===== src/hw/rtl/idf_pkg.sv =====
// Shared types and constants of the integer decimal formatter.
`timescale 1ns / 1ps
package idf_pkg;

  localparam int VALUE_W       = 64;
  localparam int DIGITS        = 20;
  localparam int CNT_W         = 6;
  localparam int MAX_WIDTH     = 63;
  localparam int MAX_PRECISION = 40;

  localparam logic [1:0] MODE_INT   = 2'd0;
  localparam logic [1:0] MODE_SHORT = 2'd1;
  localparam logic [1:0] MODE_LONG  = 2'd2;

  localparam logic [7:0] CH_SPACE = 8'h20;
  localparam logic [7:0] CH_PLUS  = 8'h2B;
  localparam logic [7:0] CH_MINUS = 8'h2D;
  localparam logic [7:0] CH_ZERO  = 8'h30;
  localparam logic [7:0] CH_NINE  = 8'h39;

  // One classified request as it travels from the front to the back.
  typedef struct packed {
    logic [VALUE_W-1:0] mag;
    logic               has_sign;
    logic [7:0]         sign_char;
    logic               left;
    logic [CNT_W-1:0]   width;
    logic [CNT_W-1:0]   prec;
  } req_t;

endpackage


===== src/hw/rtl/idf_front.sv =====
// Front end: accepts requests, forms the magnitude and sign, registers the result.
`timescale 1ns / 1ps
module idf_front (
  input  logic               clk,
  input  logic               rst,
  input  logic               in_valid,
  output logic               in_ready,
  input  logic [63:0]        value,
  input  logic               signed_conv,
  input  logic [1:0]         size_mode,
  input  logic               left_align,
  input  logic               force_plus,
  input  logic               space_sign,
  input  logic [5:0]         field_width,
  input  logic [5:0]         min_digits,
  output logic               req_valid,
  input  logic               req_ready,
  output idf_pkg::req_t      req
);

  logic          msb;
  logic          neg;
  logic [63:0]   ext;
  idf_pkg::req_t req_next;

  always_comb begin
    unique case (size_mode)
      idf_pkg::MODE_INT: begin
        msb = value[31];
      end
      idf_pkg::MODE_SHORT: begin
        msb = value[15];
      end
      default: begin
        msb = value[63];
      end
    endcase
    neg = signed_conv & msb;
    unique case (size_mode)
      idf_pkg::MODE_INT: begin
        ext = {{32{neg}}, value[31:0]};
      end
      idf_pkg::MODE_SHORT: begin
        ext = {{48{neg}}, value[15:0]};
      end
      default: begin
        ext = value;
      end
    endcase

    req_next.mag = neg ? (~ext + 64'd1) : ext;
    req_next.has_sign = signed_conv & (neg | force_plus | space_sign);
    if (neg) begin
      req_next.sign_char = idf_pkg::CH_MINUS;
    end else if (force_plus) begin
      req_next.sign_char = idf_pkg::CH_PLUS;
    end else begin
      req_next.sign_char = idf_pkg::CH_SPACE;
    end
    req_next.left = left_align;
    req_next.width = (field_width > 6'(idf_pkg::MAX_WIDTH)) ?
                     6'(idf_pkg::MAX_WIDTH) : field_width;
    req_next.prec = (min_digits > 6'(idf_pkg::MAX_PRECISION)) ?
                    6'(idf_pkg::MAX_PRECISION) : min_digits;
  end

  assign in_ready = !req_valid || req_ready;

  always_ff @(posedge clk) begin
    if (rst) begin
      req_valid <= 1'b0;
    end else if (in_ready) begin
      req_valid <= in_valid;
    end
    if (in_valid && in_ready) begin
      req <= req_next;
    end
  end

endmodule


===== src/hw/rtl/idf_queue.sv =====
// Two-entry queue of classified requests between front and back.
`timescale 1ns / 1ps
module idf_queue (
  input  logic          clk,
  input  logic          rst,
  input  logic          wr_valid,
  output logic          wr_ready,
  input  idf_pkg::req_t wr_req,
  output logic          rd_valid,
  input  logic          rd_ready,
  output idf_pkg::req_t rd_req
);

  idf_pkg::req_t entry [2];
  logic          wr_ptr;
  logic          rd_ptr;
  logic [1:0]    count;
  logic          do_wr;
  logic          do_rd;

  assign wr_ready = (count != 2'd2);
  assign rd_valid = (count != 2'd0);
  assign rd_req   = entry[rd_ptr];
  assign do_wr    = wr_valid && wr_ready;
  assign do_rd    = rd_valid && rd_ready;

  always_ff @(posedge clk) begin
    if (rst) begin
      wr_ptr <= 1'b0;
      rd_ptr <= 1'b0;
      count  <= 2'd0;
    end else begin
      if (do_wr) begin
        wr_ptr <= ~wr_ptr;
      end
      if (do_rd) begin
        rd_ptr <= ~rd_ptr;
      end
      count <= count + 2'(do_wr) - 2'(do_rd);
    end
    if (do_wr) begin
      entry[wr_ptr] <= wr_req;
    end
  end

endmodule


===== src/hw/rtl/idf_back.sv =====
// Back end: binary to BCD conversion, field layout and character emission.
`timescale 1ns / 1ps
module idf_back (
  input  logic          clk,
  input  logic          rst,
  input  logic          req_valid,
  output logic          req_ready,
  input  idf_pkg::req_t req,
  output logic          out_valid,
  input  logic          out_ready,
  output logic [7:0]    out_char,
  output logic          last_char
);

  typedef enum logic [2:0] {
    S_IDLE,
    S_CONV,
    S_COUNT,
    S_PLAN,
    S_EMIT
  } state_t;

  state_t                       state;
  idf_pkg::req_t                cur;
  logic [idf_pkg::VALUE_W-1:0]  mag_sh;
  logic [idf_pkg::DIGITS-1:0][3:0] bcd;
  logic [idf_pkg::DIGITS-1:0][3:0] adj;
  logic [idf_pkg::CNT_W-1:0]    step;
  logic [4:0]                   ndig;
  logic [4:0]                   ndig_next;
  logic [5:0]                   b_sign;
  logic [5:0]                   b_zero;
  logic [5:0]                   b_dig;
  logic [5:0]                   b_tail;
  logic [5:0]                   last_pos;
  logic [5:0]                   pos;

  logic [5:0] zn;
  logic [5:0] body;
  logic [5:0] pad;
  logic [5:0] lead;
  logic [5:0] b_zero_next;
  logic [5:0] b_dig_next;
  logic [5:0] b_tail_next;
  logic [4:0] didx;
  logic [7:0] ch;
  logic       load;

  // Shift-and-add-3: every digit of five or more is corrected before the shift.
  always_comb begin
    for (int i = 0; i < idf_pkg::DIGITS; i++) begin
      adj[i] = (bcd[i] >= 4'd5) ? bcd[i] + 4'd3 : bcd[i];
    end
  end

  always_comb begin
    ndig_next = 5'd1;
    for (int i = 1; i < idf_pkg::DIGITS; i++) begin
      if (bcd[i] != 4'd0) begin
        ndig_next = 5'(i + 1);
      end
    end
  end

  always_comb begin
    zn          = (cur.prec > 6'(ndig)) ? cur.prec - 6'(ndig) : 6'd0;
    body        = 6'(cur.has_sign) + zn + 6'(ndig);
    pad         = (cur.width > body) ? cur.width - body : 6'd0;
    lead        = cur.left ? 6'd0 : pad;
    b_zero_next = lead + 6'(cur.has_sign);
    b_dig_next  = b_zero_next + zn;
    b_tail_next = b_dig_next + 6'(ndig);
  end

  always_comb begin
    didx = 5'(b_tail - 6'd1 - pos);
    if (pos < b_sign) begin
      ch = idf_pkg::CH_SPACE;
    end else if (pos < b_zero) begin
      ch = cur.sign_char;
    end else if (pos < b_dig) begin
      ch = idf_pkg::CH_ZERO;
    end else if (pos < b_tail) begin
      ch = idf_pkg::CH_ZERO | {4'd0, bcd[didx]};
    end else begin
      ch = idf_pkg::CH_SPACE;
    end
  end

  assign req_ready = (state == S_IDLE);
  assign load      = (state == S_EMIT) && (!out_valid || out_ready);

  always_ff @(posedge clk) begin
    if (rst) begin
      state     <= S_IDLE;
      out_valid <= 1'b0;
    end else begin
      if (load) begin
        out_valid <= 1'b1;
      end else if (out_ready) begin
        out_valid <= 1'b0;
      end
      unique case (state)
        S_IDLE: begin
          if (req_valid) begin
            state <= S_CONV;
          end
        end
        S_CONV: begin
          if (step == 6'(idf_pkg::VALUE_W - 1)) begin
            state <= S_COUNT;
          end
        end
        S_COUNT: begin
          state <= S_PLAN;
        end
        S_PLAN: begin
          state <= S_EMIT;
        end
        S_EMIT: begin
          if (load && pos == last_pos) begin
            state <= S_IDLE;
          end
        end
        default: begin
          state <= S_IDLE;
        end
      endcase
    end

    unique case (state)
      S_IDLE: begin
        cur    <= req;
        mag_sh <= req.mag;
        bcd    <= '0;
        step   <= '0;
      end
      S_CONV: begin
        bcd    <= {adj[idf_pkg::DIGITS-1][2:0], adj[idf_pkg::DIGITS-2:0],
                   mag_sh[idf_pkg::VALUE_W-1]};
        mag_sh <= {mag_sh[idf_pkg::VALUE_W-2:0], 1'b0};
        step   <= step + 6'd1;
      end
      S_COUNT: begin
        ndig <= ndig_next;
      end
      S_PLAN: begin
        b_sign   <= lead;
        b_zero   <= b_zero_next;
        b_dig    <= b_dig_next;
        b_tail   <= b_tail_next;
        last_pos <= b_tail_next + (cur.left ? pad : 6'd0) - 6'd1;
        pos      <= '0;
      end
      S_EMIT: begin
        if (load) begin
          out_char  <= ch;
          last_char <= (pos == last_pos);
          pos       <= pos + 6'd1;
        end
      end
      default: begin
        pos <= '0;
      end
    endcase
  end

endmodule


===== src/hw/rtl/integer_decimal_formatter_core.sv =====
// Top level of the printf-style integer decimal formatter.
// An accepted request passes the front register and the queue; the back end then
// runs the 64-step shift-and-add-3 BCD conversion, counts the digits and lays out
// the field. Characters (1 to 63 per request) leave one per cycle while the sink
// is ready; the back end takes its next request once the last one is loaded.
// Reset: synchronous, active high; clears the queue and all handshake state.
`timescale 1ns / 1ps
module integer_decimal_formatter_core (
  input  logic        clk,
  input  logic        rst,
  input  logic        s_axis_tvalid,
  output logic        s_axis_tready,
  // Bits from 0 up: value[63:0], left_align[64], force_plus[65],
  // space_sign[66], field_width[72:67], min_digits[78:73], zero[79].
  input  logic [79:0] s_axis_tdata,
  // Bits from 0 up: signed_conv[0], size_mode[2:1].
  input  logic [2:0]  s_axis_tuser,
  output logic        m_axis_tvalid,
  input  logic        m_axis_tready,
  // Bits from 0 up: out_char[7:0].
  output logic [7:0]  m_axis_tdata,
  // last_char: set on the final character of a conversion.
  output logic        m_axis_tlast
);

  // The front end classifies a request in the cycle it is accepted: it
  // truncates the value to the selected size, takes the two's complement
  // magnitude of a negative signed value (the most negative value comes out
  // right because the magnitude is treated as unsigned) and picks the sign
  // character, if any. Width and precision are saturated here as well.
  logic          fr_valid;
  logic          fr_ready;
  idf_pkg::req_t fr_req;

  idf_front u_front (
    .clk         (clk),
    .rst         (rst),
    .in_valid    (s_axis_tvalid),
    .in_ready    (s_axis_tready),
    .value       (s_axis_tdata[63:0]),
    .signed_conv (s_axis_tuser[0]),
    .size_mode   (s_axis_tuser[2:1]),
    .left_align  (s_axis_tdata[64]),
    .force_plus  (s_axis_tdata[65]),
    .space_sign  (s_axis_tdata[66]),
    .field_width (s_axis_tdata[72:67]),
    .min_digits  (s_axis_tdata[78:73]),
    .req_valid   (fr_valid),
    .req_ready   (fr_ready),
    .req         (fr_req)
  );

  // The queue lets new requests arrive while the back end is still busy
  // with the text of an earlier one.
  logic          q_valid;
  logic          q_ready;
  idf_pkg::req_t q_req;

  idf_queue u_queue (
    .clk      (clk),
    .rst      (rst),
    .wr_valid (fr_valid),
    .wr_ready (fr_ready),
    .wr_req   (fr_req),
    .rd_valid (q_valid),
    .rd_ready (q_ready),
    .rd_req   (q_req)
  );

  // The back end converts the magnitude to 20 BCD digits, counts the
  // significant digits, lays out the padding, sign, zeros and digits as
  // position ranges, and then walks the positions one character per
  // transaction. Its output register holds a character while the sink stalls.
  idf_back u_back (
    .clk       (clk),
    .rst       (rst),
    .req_valid (q_valid),
    .req_ready (q_ready),
    .req       (q_req),
    .out_valid (m_axis_tvalid),
    .out_ready (m_axis_tready),
    .out_char  (m_axis_tdata),
    .last_char (m_axis_tlast)
  );

endmodule


===== config.mk =====
export PLATFORM = sky130hd
export DESIGN_NAME = integer_decimal_formatter_core
export DESIGN_NICKNAME = d
export VERILOG_FILES = /design/src/hw/rtl/idf_pkg.sv /design/src/hw/rtl/idf_front.sv /design/src/hw/rtl/idf_queue.sv /design/src/hw/rtl/idf_back.sv /design/src/hw/rtl/integer_decimal_formatter_core.sv
export SDC_FILE = /design/constraint.sdc
export NUM_CORES = 1
export LEC_CHECK = 0
export BUFFER_PORTS_ARGS = -buffer_cell sky130_fd_sc_hd__buf_2
export CAP_MARGIN = 40
export CELL_PAD_IN_SITES_DETAIL_PLACEMENT = 1
export CELL_PAD_IN_SITES_GLOBAL_PLACEMENT = 2
export CORE_MARGIN = 2
export CORE_UTILIZATION = 40
export CTS_CLUSTER_DIAMETER = 120
export DETAILED_ROUTE_END_ITERATION = 7
export PLACE_DENSITY = 0.86
export SKIP_CTS_REPAIR_TIMING = 1
export SYNTH_ARGS = -nofsm -noshare
export SYNTH_HDL_FRONTEND = slang
export SYNTH_HIERARCHICAL = 1
export SYNTH_SLANG_ARGS = --single-unit

===== constraint.sdc =====
create_clock -name clk -period 9.1 [get_ports clk]
set_input_delay 1.365 -clock clk [delete_from_list [all_inputs] [get_ports clk]]
set_output_delay 1.365 -clock clk [all_outputs]
set_load 0.03 [all_outputs]

# == Word level (Yosys, flattened, before mapping) ==
# Memories as Yosys holds them, arrays and structs flattened. A register that Yosys moved wholly into a read port is not among the register bits.
# Index checks and enable logic that the tools add are counted.
# word_totals
ramBits,172
regBits,317
memories,1
input_bits,87
elab_cells,239
# op_classes
add_sub_neg,36
n_eq_ne,12
n_mux,66
order_cmp,29
n_reduce_logical,38
bitwise,8
# mem_list
memory,words,width,rd,rd_ports_with_merged_regs,write_ports,line,source
u_queue.entry,2,86,1,1,1,idf_queue.sv:14,idf_pkg::req_t entry [2];
# ops
operator,count
one-hot mux 64 bit (2 select lines),2
one-hot mux 80 bit (2 select lines),1
two-way mux 4 bit,29
>= comparator 4 x 3 -> 1 bit (second input constant),20
adder 4 x 2 -> 4 bit (second input constant),19
nonzero test 4 bit,19
adder 64 x 1 -> 64 bit (second input constant),1
two-way mux 64 bit,1
NOT 64 bit,1
two-way mux 3 bit,12
two-way mux 6 bit,5
< comparator 6 bit,4
one-hot mux 6 bit (2 select lines),2
binary-select mux 4 bit (select 5 bit),1
two-way mux 8 bit,2
one-hot mux 3 bit (5 select lines),1
adder 6 x 1 -> 6 bit (second input constant),2
adder 6 x 5 -> 6 bit,2
adder 6 bit,2
greater-than comparator 6 bit (second input constant),2
adder 1 x 6 -> 6 bit,1
adder 6 x 1 -> 6 bit,1
equality test 3 x 2 -> 1 bit (second input constant),2
equality test 6 bit,1
34 further kinds,56

# == Depth between registers and ports, before layout ==
# depth
ltp_word,19
ltp_mapped,40

# == Hierarchy ==
# Netlist, hierarchy kept.
# by_module_without_submodules
mod,cells_each,seq_area_each_um2,area_per_inst_um2,n_inst
idf_back,1152,6746.5,13257.7,1
idf_queue,297,5265.0,6676.4,1
idf_front,494,2452.4,4968.5,1

# == Least setup slack after synthesis ==
# No wires, ideal clock.
# synth_path
kind,register -> register
startpoint,reg u_back.state[1]
endpoint,reg u_back/mag_sh[24] (netlist bit) (data pin)
t_required_ns,8.838
t_arrival_ns,8.470
path_buffers,3
slack_ns,0.368
path_stages_with_launch,7
synth_period_minus_slack_ns,8.732
setup_time_ns,0.262
cell_sequence,dfxtp_1 clkbuf_1 nor2_1 nand2_1 clkbuf_1 clkbuf_1 mux2_1
# synth_between
elab_chain_len,2
elab_cells_between_ends,3
cone_classes,eq/ne: 1; mux: 1; reduce/logical: 1
# synth_lines
element,line,source
start: declaration,idf_back.sv:23,state_t state;
start signal: assignment,idf_back.sv:95,state <= S_IDLE;
start signal: assignment,idf_back.sv:106,state <= S_CONV;
start signal: assignment,idf_back.sv:111,state <= S_COUNT;
equality test 3 x 1 -> 1 bit / zero test 3 bit (equally long branches),idf_back.sv:131,unique case (state)
one-hot mux 64 bit (2 select lines) *,idf_back.sv:131,
end signal: assignment,idf_back.sv:134,mag_sh <= req.mag;
end signal: assignment,idf_back.sv:141,"mag_sh <= {mag_sh[idf_pkg::VALUE_W-2:0], 1'b0};"
end: declaration,idf_back.sv:25,logic [idf_pkg::VALUE_W-1:0] mag_sh;
# Mark *: on every way between the ends. The rest lies on a longest branch, timed or not.
# A chain may end at the register's enable or synchronous reset.

# == Final worst setup path ==
# layout_path
startpoint,reg u_back/cur[0] (netlist bit)
endpoint,reg u_back.last_pos[5] (data pin)
# layout_between
elab_chain_len,12
elab_cells_between_ends,15
cone_classes,add/sub: 9; order compare: 2; mux: 4
# layout_lines
element,line,source
start: declaration,idf_back.sv:24,idf_pkg::req_t cur;
start signal: assignment,idf_back.sv:133,cur <= req;
subtractor 6 x 5 -> 6 bit / greater-than comparator 6 x 5 -> 1 bit (equally long branches),idf_back.sv:66,zn = (cur.prec > 6'(ndig)) ? cur.prec - 6'(ndig) : 6'd0;
two-way mux 6 bit *,idf_back.sv:66,
adder 1 x 6 -> 6 bit *,idf_back.sv:67,body = 6'(cur.has_sign) + zn + 6'(ndig);
adder 6 x 5 -> 6 bit *,idf_back.sv:67,
subtractor 6 bit / greater-than comparator 6 bit (equally long branches),idf_back.sv:68,pad = (cur.width > body) ? cur.width - body : 6'd0;
two-way mux 6 bit *,idf_back.sv:68,
two-way mux 6 bit *,idf_back.sv:69,lead = cur.left ? 6'd0 : pad;
named net u_back.lead[1],idf_back.sv:41,logic [5:0] lead;
adder 6 x 1 -> 6 bit *,idf_back.sv:70,b_zero_next = lead + 6'(cur.has_sign);
named net u_back.b_zero_next[2],idf_back.sv:42,logic [5:0] b_zero_next;
adder 6 bit *,idf_back.sv:71,b_dig_next = b_zero_next + zn;
named net u_back.b_dig_next[3],idf_back.sv:43,logic [5:0] b_dig_next;
adder 6 x 5 -> 6 bit *,idf_back.sv:72,b_tail_next = b_dig_next + 6'(ndig);
named net u_back.b_tail_next[3],idf_back.sv:44,logic [5:0] b_tail_next;
adder 6 bit *,idf_back.sv:152,last_pos <= b_tail_next + (cur.left ? pad : 6'd0) - 6'd1;
subtractor 6 x 1 -> 6 bit *,idf_back.sv:152,
end signal: assignment,idf_back.sv:152,
end: declaration,idf_back.sv:35,logic [5:0] last_pos;
# Mark *: on every way through the listed nets, which the timed path passes. The rest lies on a longest branch.

==> impl_results.md <==
* Status: finished, final reports clean
* FMAX at 0.1200 GHz
* Vias in the first global route at 16580
* H-tree Lvls at 2
* Die H at 253.5 microns
* Slowest CP cell: fa_1
* Max-cap violations at 0
* Crit path capture type: flop
* RSZ-0062 raised after global routing: no
* Dpl hpwl at 40.13 mm
* Largest net degree at the start of global routing at 67
* 1st-iter DRT viols at 815
* Reg2reg end: u_back/last_pos[5]
* # port buffers at 96
* Simple-gate area share of the yosys netlist at 10.40%
* CP most frequent cell: ha_1
* Hold Vio Cnt, Final at 0
* EDFF count, synth at 475
* Final setup viols at 0
* Layout cells sized above 1 at 19.21%
* Core area at 0.06160 sq mm
* Most common cell after layout, fill and taps aside: edfxtp_1
* Clock Latency Late Sink at 0.60 ns
* Largest family of logic cells by synthesized area: simple AND/OR/NAND/NOR gates
* CP max FO at 6
* Netlist cell types at 93
* Layout area overhead at 13.54%
* Leading area contributor after synthesis: edfxtp_1
* Min Tclk post-route at 8.336 ns
* DR WL/cell at 19.42 microns
* Syn Std Cell Area at 0.02490 sq mm
* Initial antenna violation count at 1
* Register clock-pin slew on the reported worst setup and hold paths at 0.06 ns
* Total iterations of the first detailed-routing run at 5
* WP data required at 9.44 ns
* Hold Startpoint: u_front/req[36]
* CTS tree: done
* Multiplexer share of the synthesized area at 9.858%
* R2r setup slk at 0.76 ns
* Reg2Reg Depth at 38
* Post-synthesis instance total at 1943
* Crit share post-route at 91.60%
* Worst min path class: reg -> reg
* First-pass GRT wire length at 90.84 mm
* Asr flop ratio synth at 0%
* Clk Tree Root Cell: clkbuf_16
* GRT Total Usage at 17.83%
* Post-synthesis sequential element count at 485
* Rel. slew slack at 47.92%
* Critical setup path kind: reg -> reg
* Post-Synth XOR/XNOR Area at 4.552%
* Final routed DRC violation total at 0
* Top cell type's share of synthesized area at 57.28%
* Die ar. at 0.06427 sq mm
* Starting Density at 40.43%
* CTS max path bufs at 3
* Ant diodes at 0
* # clock sinks at 485
* Die Width at 253.5 microns
* Clock Skews at 0.02082 ns
* Synthesized area per cell at 12.82 sq um
* Vias at 15510
* Most used DFF post-synth: edfxtp_1
* Final nets at 2249
* Compound-Gate Fraction of Synth Area at 7.858%
* Worst Setup Start Kind: flop
* Synth top area cells: edfxtp_1, ha_1, mux2_2
* Most frequent cells in the layout: edfxtp_1, nor2_1, a21oi_1
* Worst-Margin Slew at 0.7812 ns
* Final ANT Viol Nets at 0
* Post-route core utilization at 45.90%
* Setup slack at placement at 0.5845 ns
* Worst R2R Start: u_back/cur[0]
* Vias/cell at 5.292
* Hold depth at 0
* Gr ovfl total at 0
* RePlAce Congestion at 0.8357
* Yosys warns at 6
* Drt total wl at 56.91 mm
* Seq/Total Area, Yosys at 58.08%
* Pins Over Slew Limit at 0
* Hold Path Sink: u_queue/entry[1][36]
* FP Rows at 91
* Final setup TNS at 0 ns
* Total CTS buffers at 52
* Worst Setup Slack, final at 0.7643 ns
* Synth Area in Adders at 5.868%
* CP max stage delay at 0.44 ns
* WP data arrival at 8.67 ns
* Ports at 98
## area by class of cell
type / count / area, sq um
multi-input combinational: 1270 / 9661
sequential: 485 / 14470
timing repair buffer: 120 / 775.7
fill: 6394 / 33320
clock inverter: 35 / 488.0
inverter: 121 / 455.4
clock buffer: 62 / 1380
tap: 837 / 1047
## stage by stage
| stage | cell area, sq um | instances | hold WS [ns] |
|---|---|---|---|
| 5_1_grt | 28270 | 2930 | 0.4541 |
| 3_3_place_gp | 26200 | 2823 | 0.4243 |
| 3_5_place_dp | 26390 | 2833 | 0.4343 |
| 4_1_cts | 28260 | 2930 | 0.4386 |
| 2_1_floorplan | 24910 | 1945 | 0.4215 |
| 6_report | 28270 | 2930 | 0.4428 |
## flip-flops by register name, indices dropped and copies added (netlist names), 2 cells and up, named ones only
signal	cells
u_back/cur	22
u_back/b_zero	6
u_back/ndig	5
u_back/pos	6
u_back/out_char	8
u_back/b_dig	6
u_front/req	81
u_back/step	6
u_back/mag_sh	64
u_back/last_pos	6
u_back/bcd	80
u_back/b_tail	6
u_back/state	3
u_queue/count	2
u_back/b_sign	6
u_queue/entry	172
## layer usage
layer / routed length, microns / GRT usage [%]
met1: 24910 / 22.58
met2: 28760 / 31.54
met3: 1725 / 2.366
met4: 1516 / 5.647
met5: 10 / 0
## Yosys cell counts, types with 14 or more instances
library cell and n:
nand2_1 113, nand3_1 23, edfxtp_1 475, nor3_1 47, o21ai_0 63, xor2_1 54, mux4_2 20, nor3b_1 14
clkbuf_1 40, mux2_2 81, a21o_1 15, mux2_4 40, mux2_1 33, xnor2_1 71, a21oi_1 127, o31ai_1 18
nand2b_1 38, inv_1 118, ha_1 107, nor2_1 191
## cell families after synthesis
family / count (synthesis)
buffers and inverters: 190
AO/OA/AOI/OAI: 316
other: 2
adder cells (fa/ha/maj): 114
multiplexers: 186
XOR/XNOR: 127
flip-flops: 485
AND/OR/NAND/NOR: 523
## worst max-delay path by stage
stage	to	slack [ns]	start
detailed placement	u_back/last_pos[5]	0.58	u_back/ndig[0]
floorplan	u_back/mag_sh[24]	0.37	u_back/state[1]
CTS	u_back/last_pos[5]	0.51	u_back/cur[0]
finish	u_back/last_pos[5]	0.76	u_back/cur[0]
global placement	u_back/last_pos[5]	0.92	u_back/cur[0]
global route	u_back/last_pos[5]	0.04	u_back/ndig[3]
## worst max-delay path: cells and delay by family (launching register included)
| family | cells | cell delay, ns |
|---|---|---|
| and+or+nand+nor | 4 | 0.64 |
| adders and majority gates | 11 | 3.18 |
| xor gates and xnor gates | 7 | 1.38 |
| DFF | 1 | 0.35 |
| AOI/OAI and AO/OA | 11 | 2.16 |
| buffers and inverters | 5 | 0.35 |
Power is left out: the tool's default activity adds up to more than one toggle a clock period on the data nets, which glitch-free logic cannot reach.
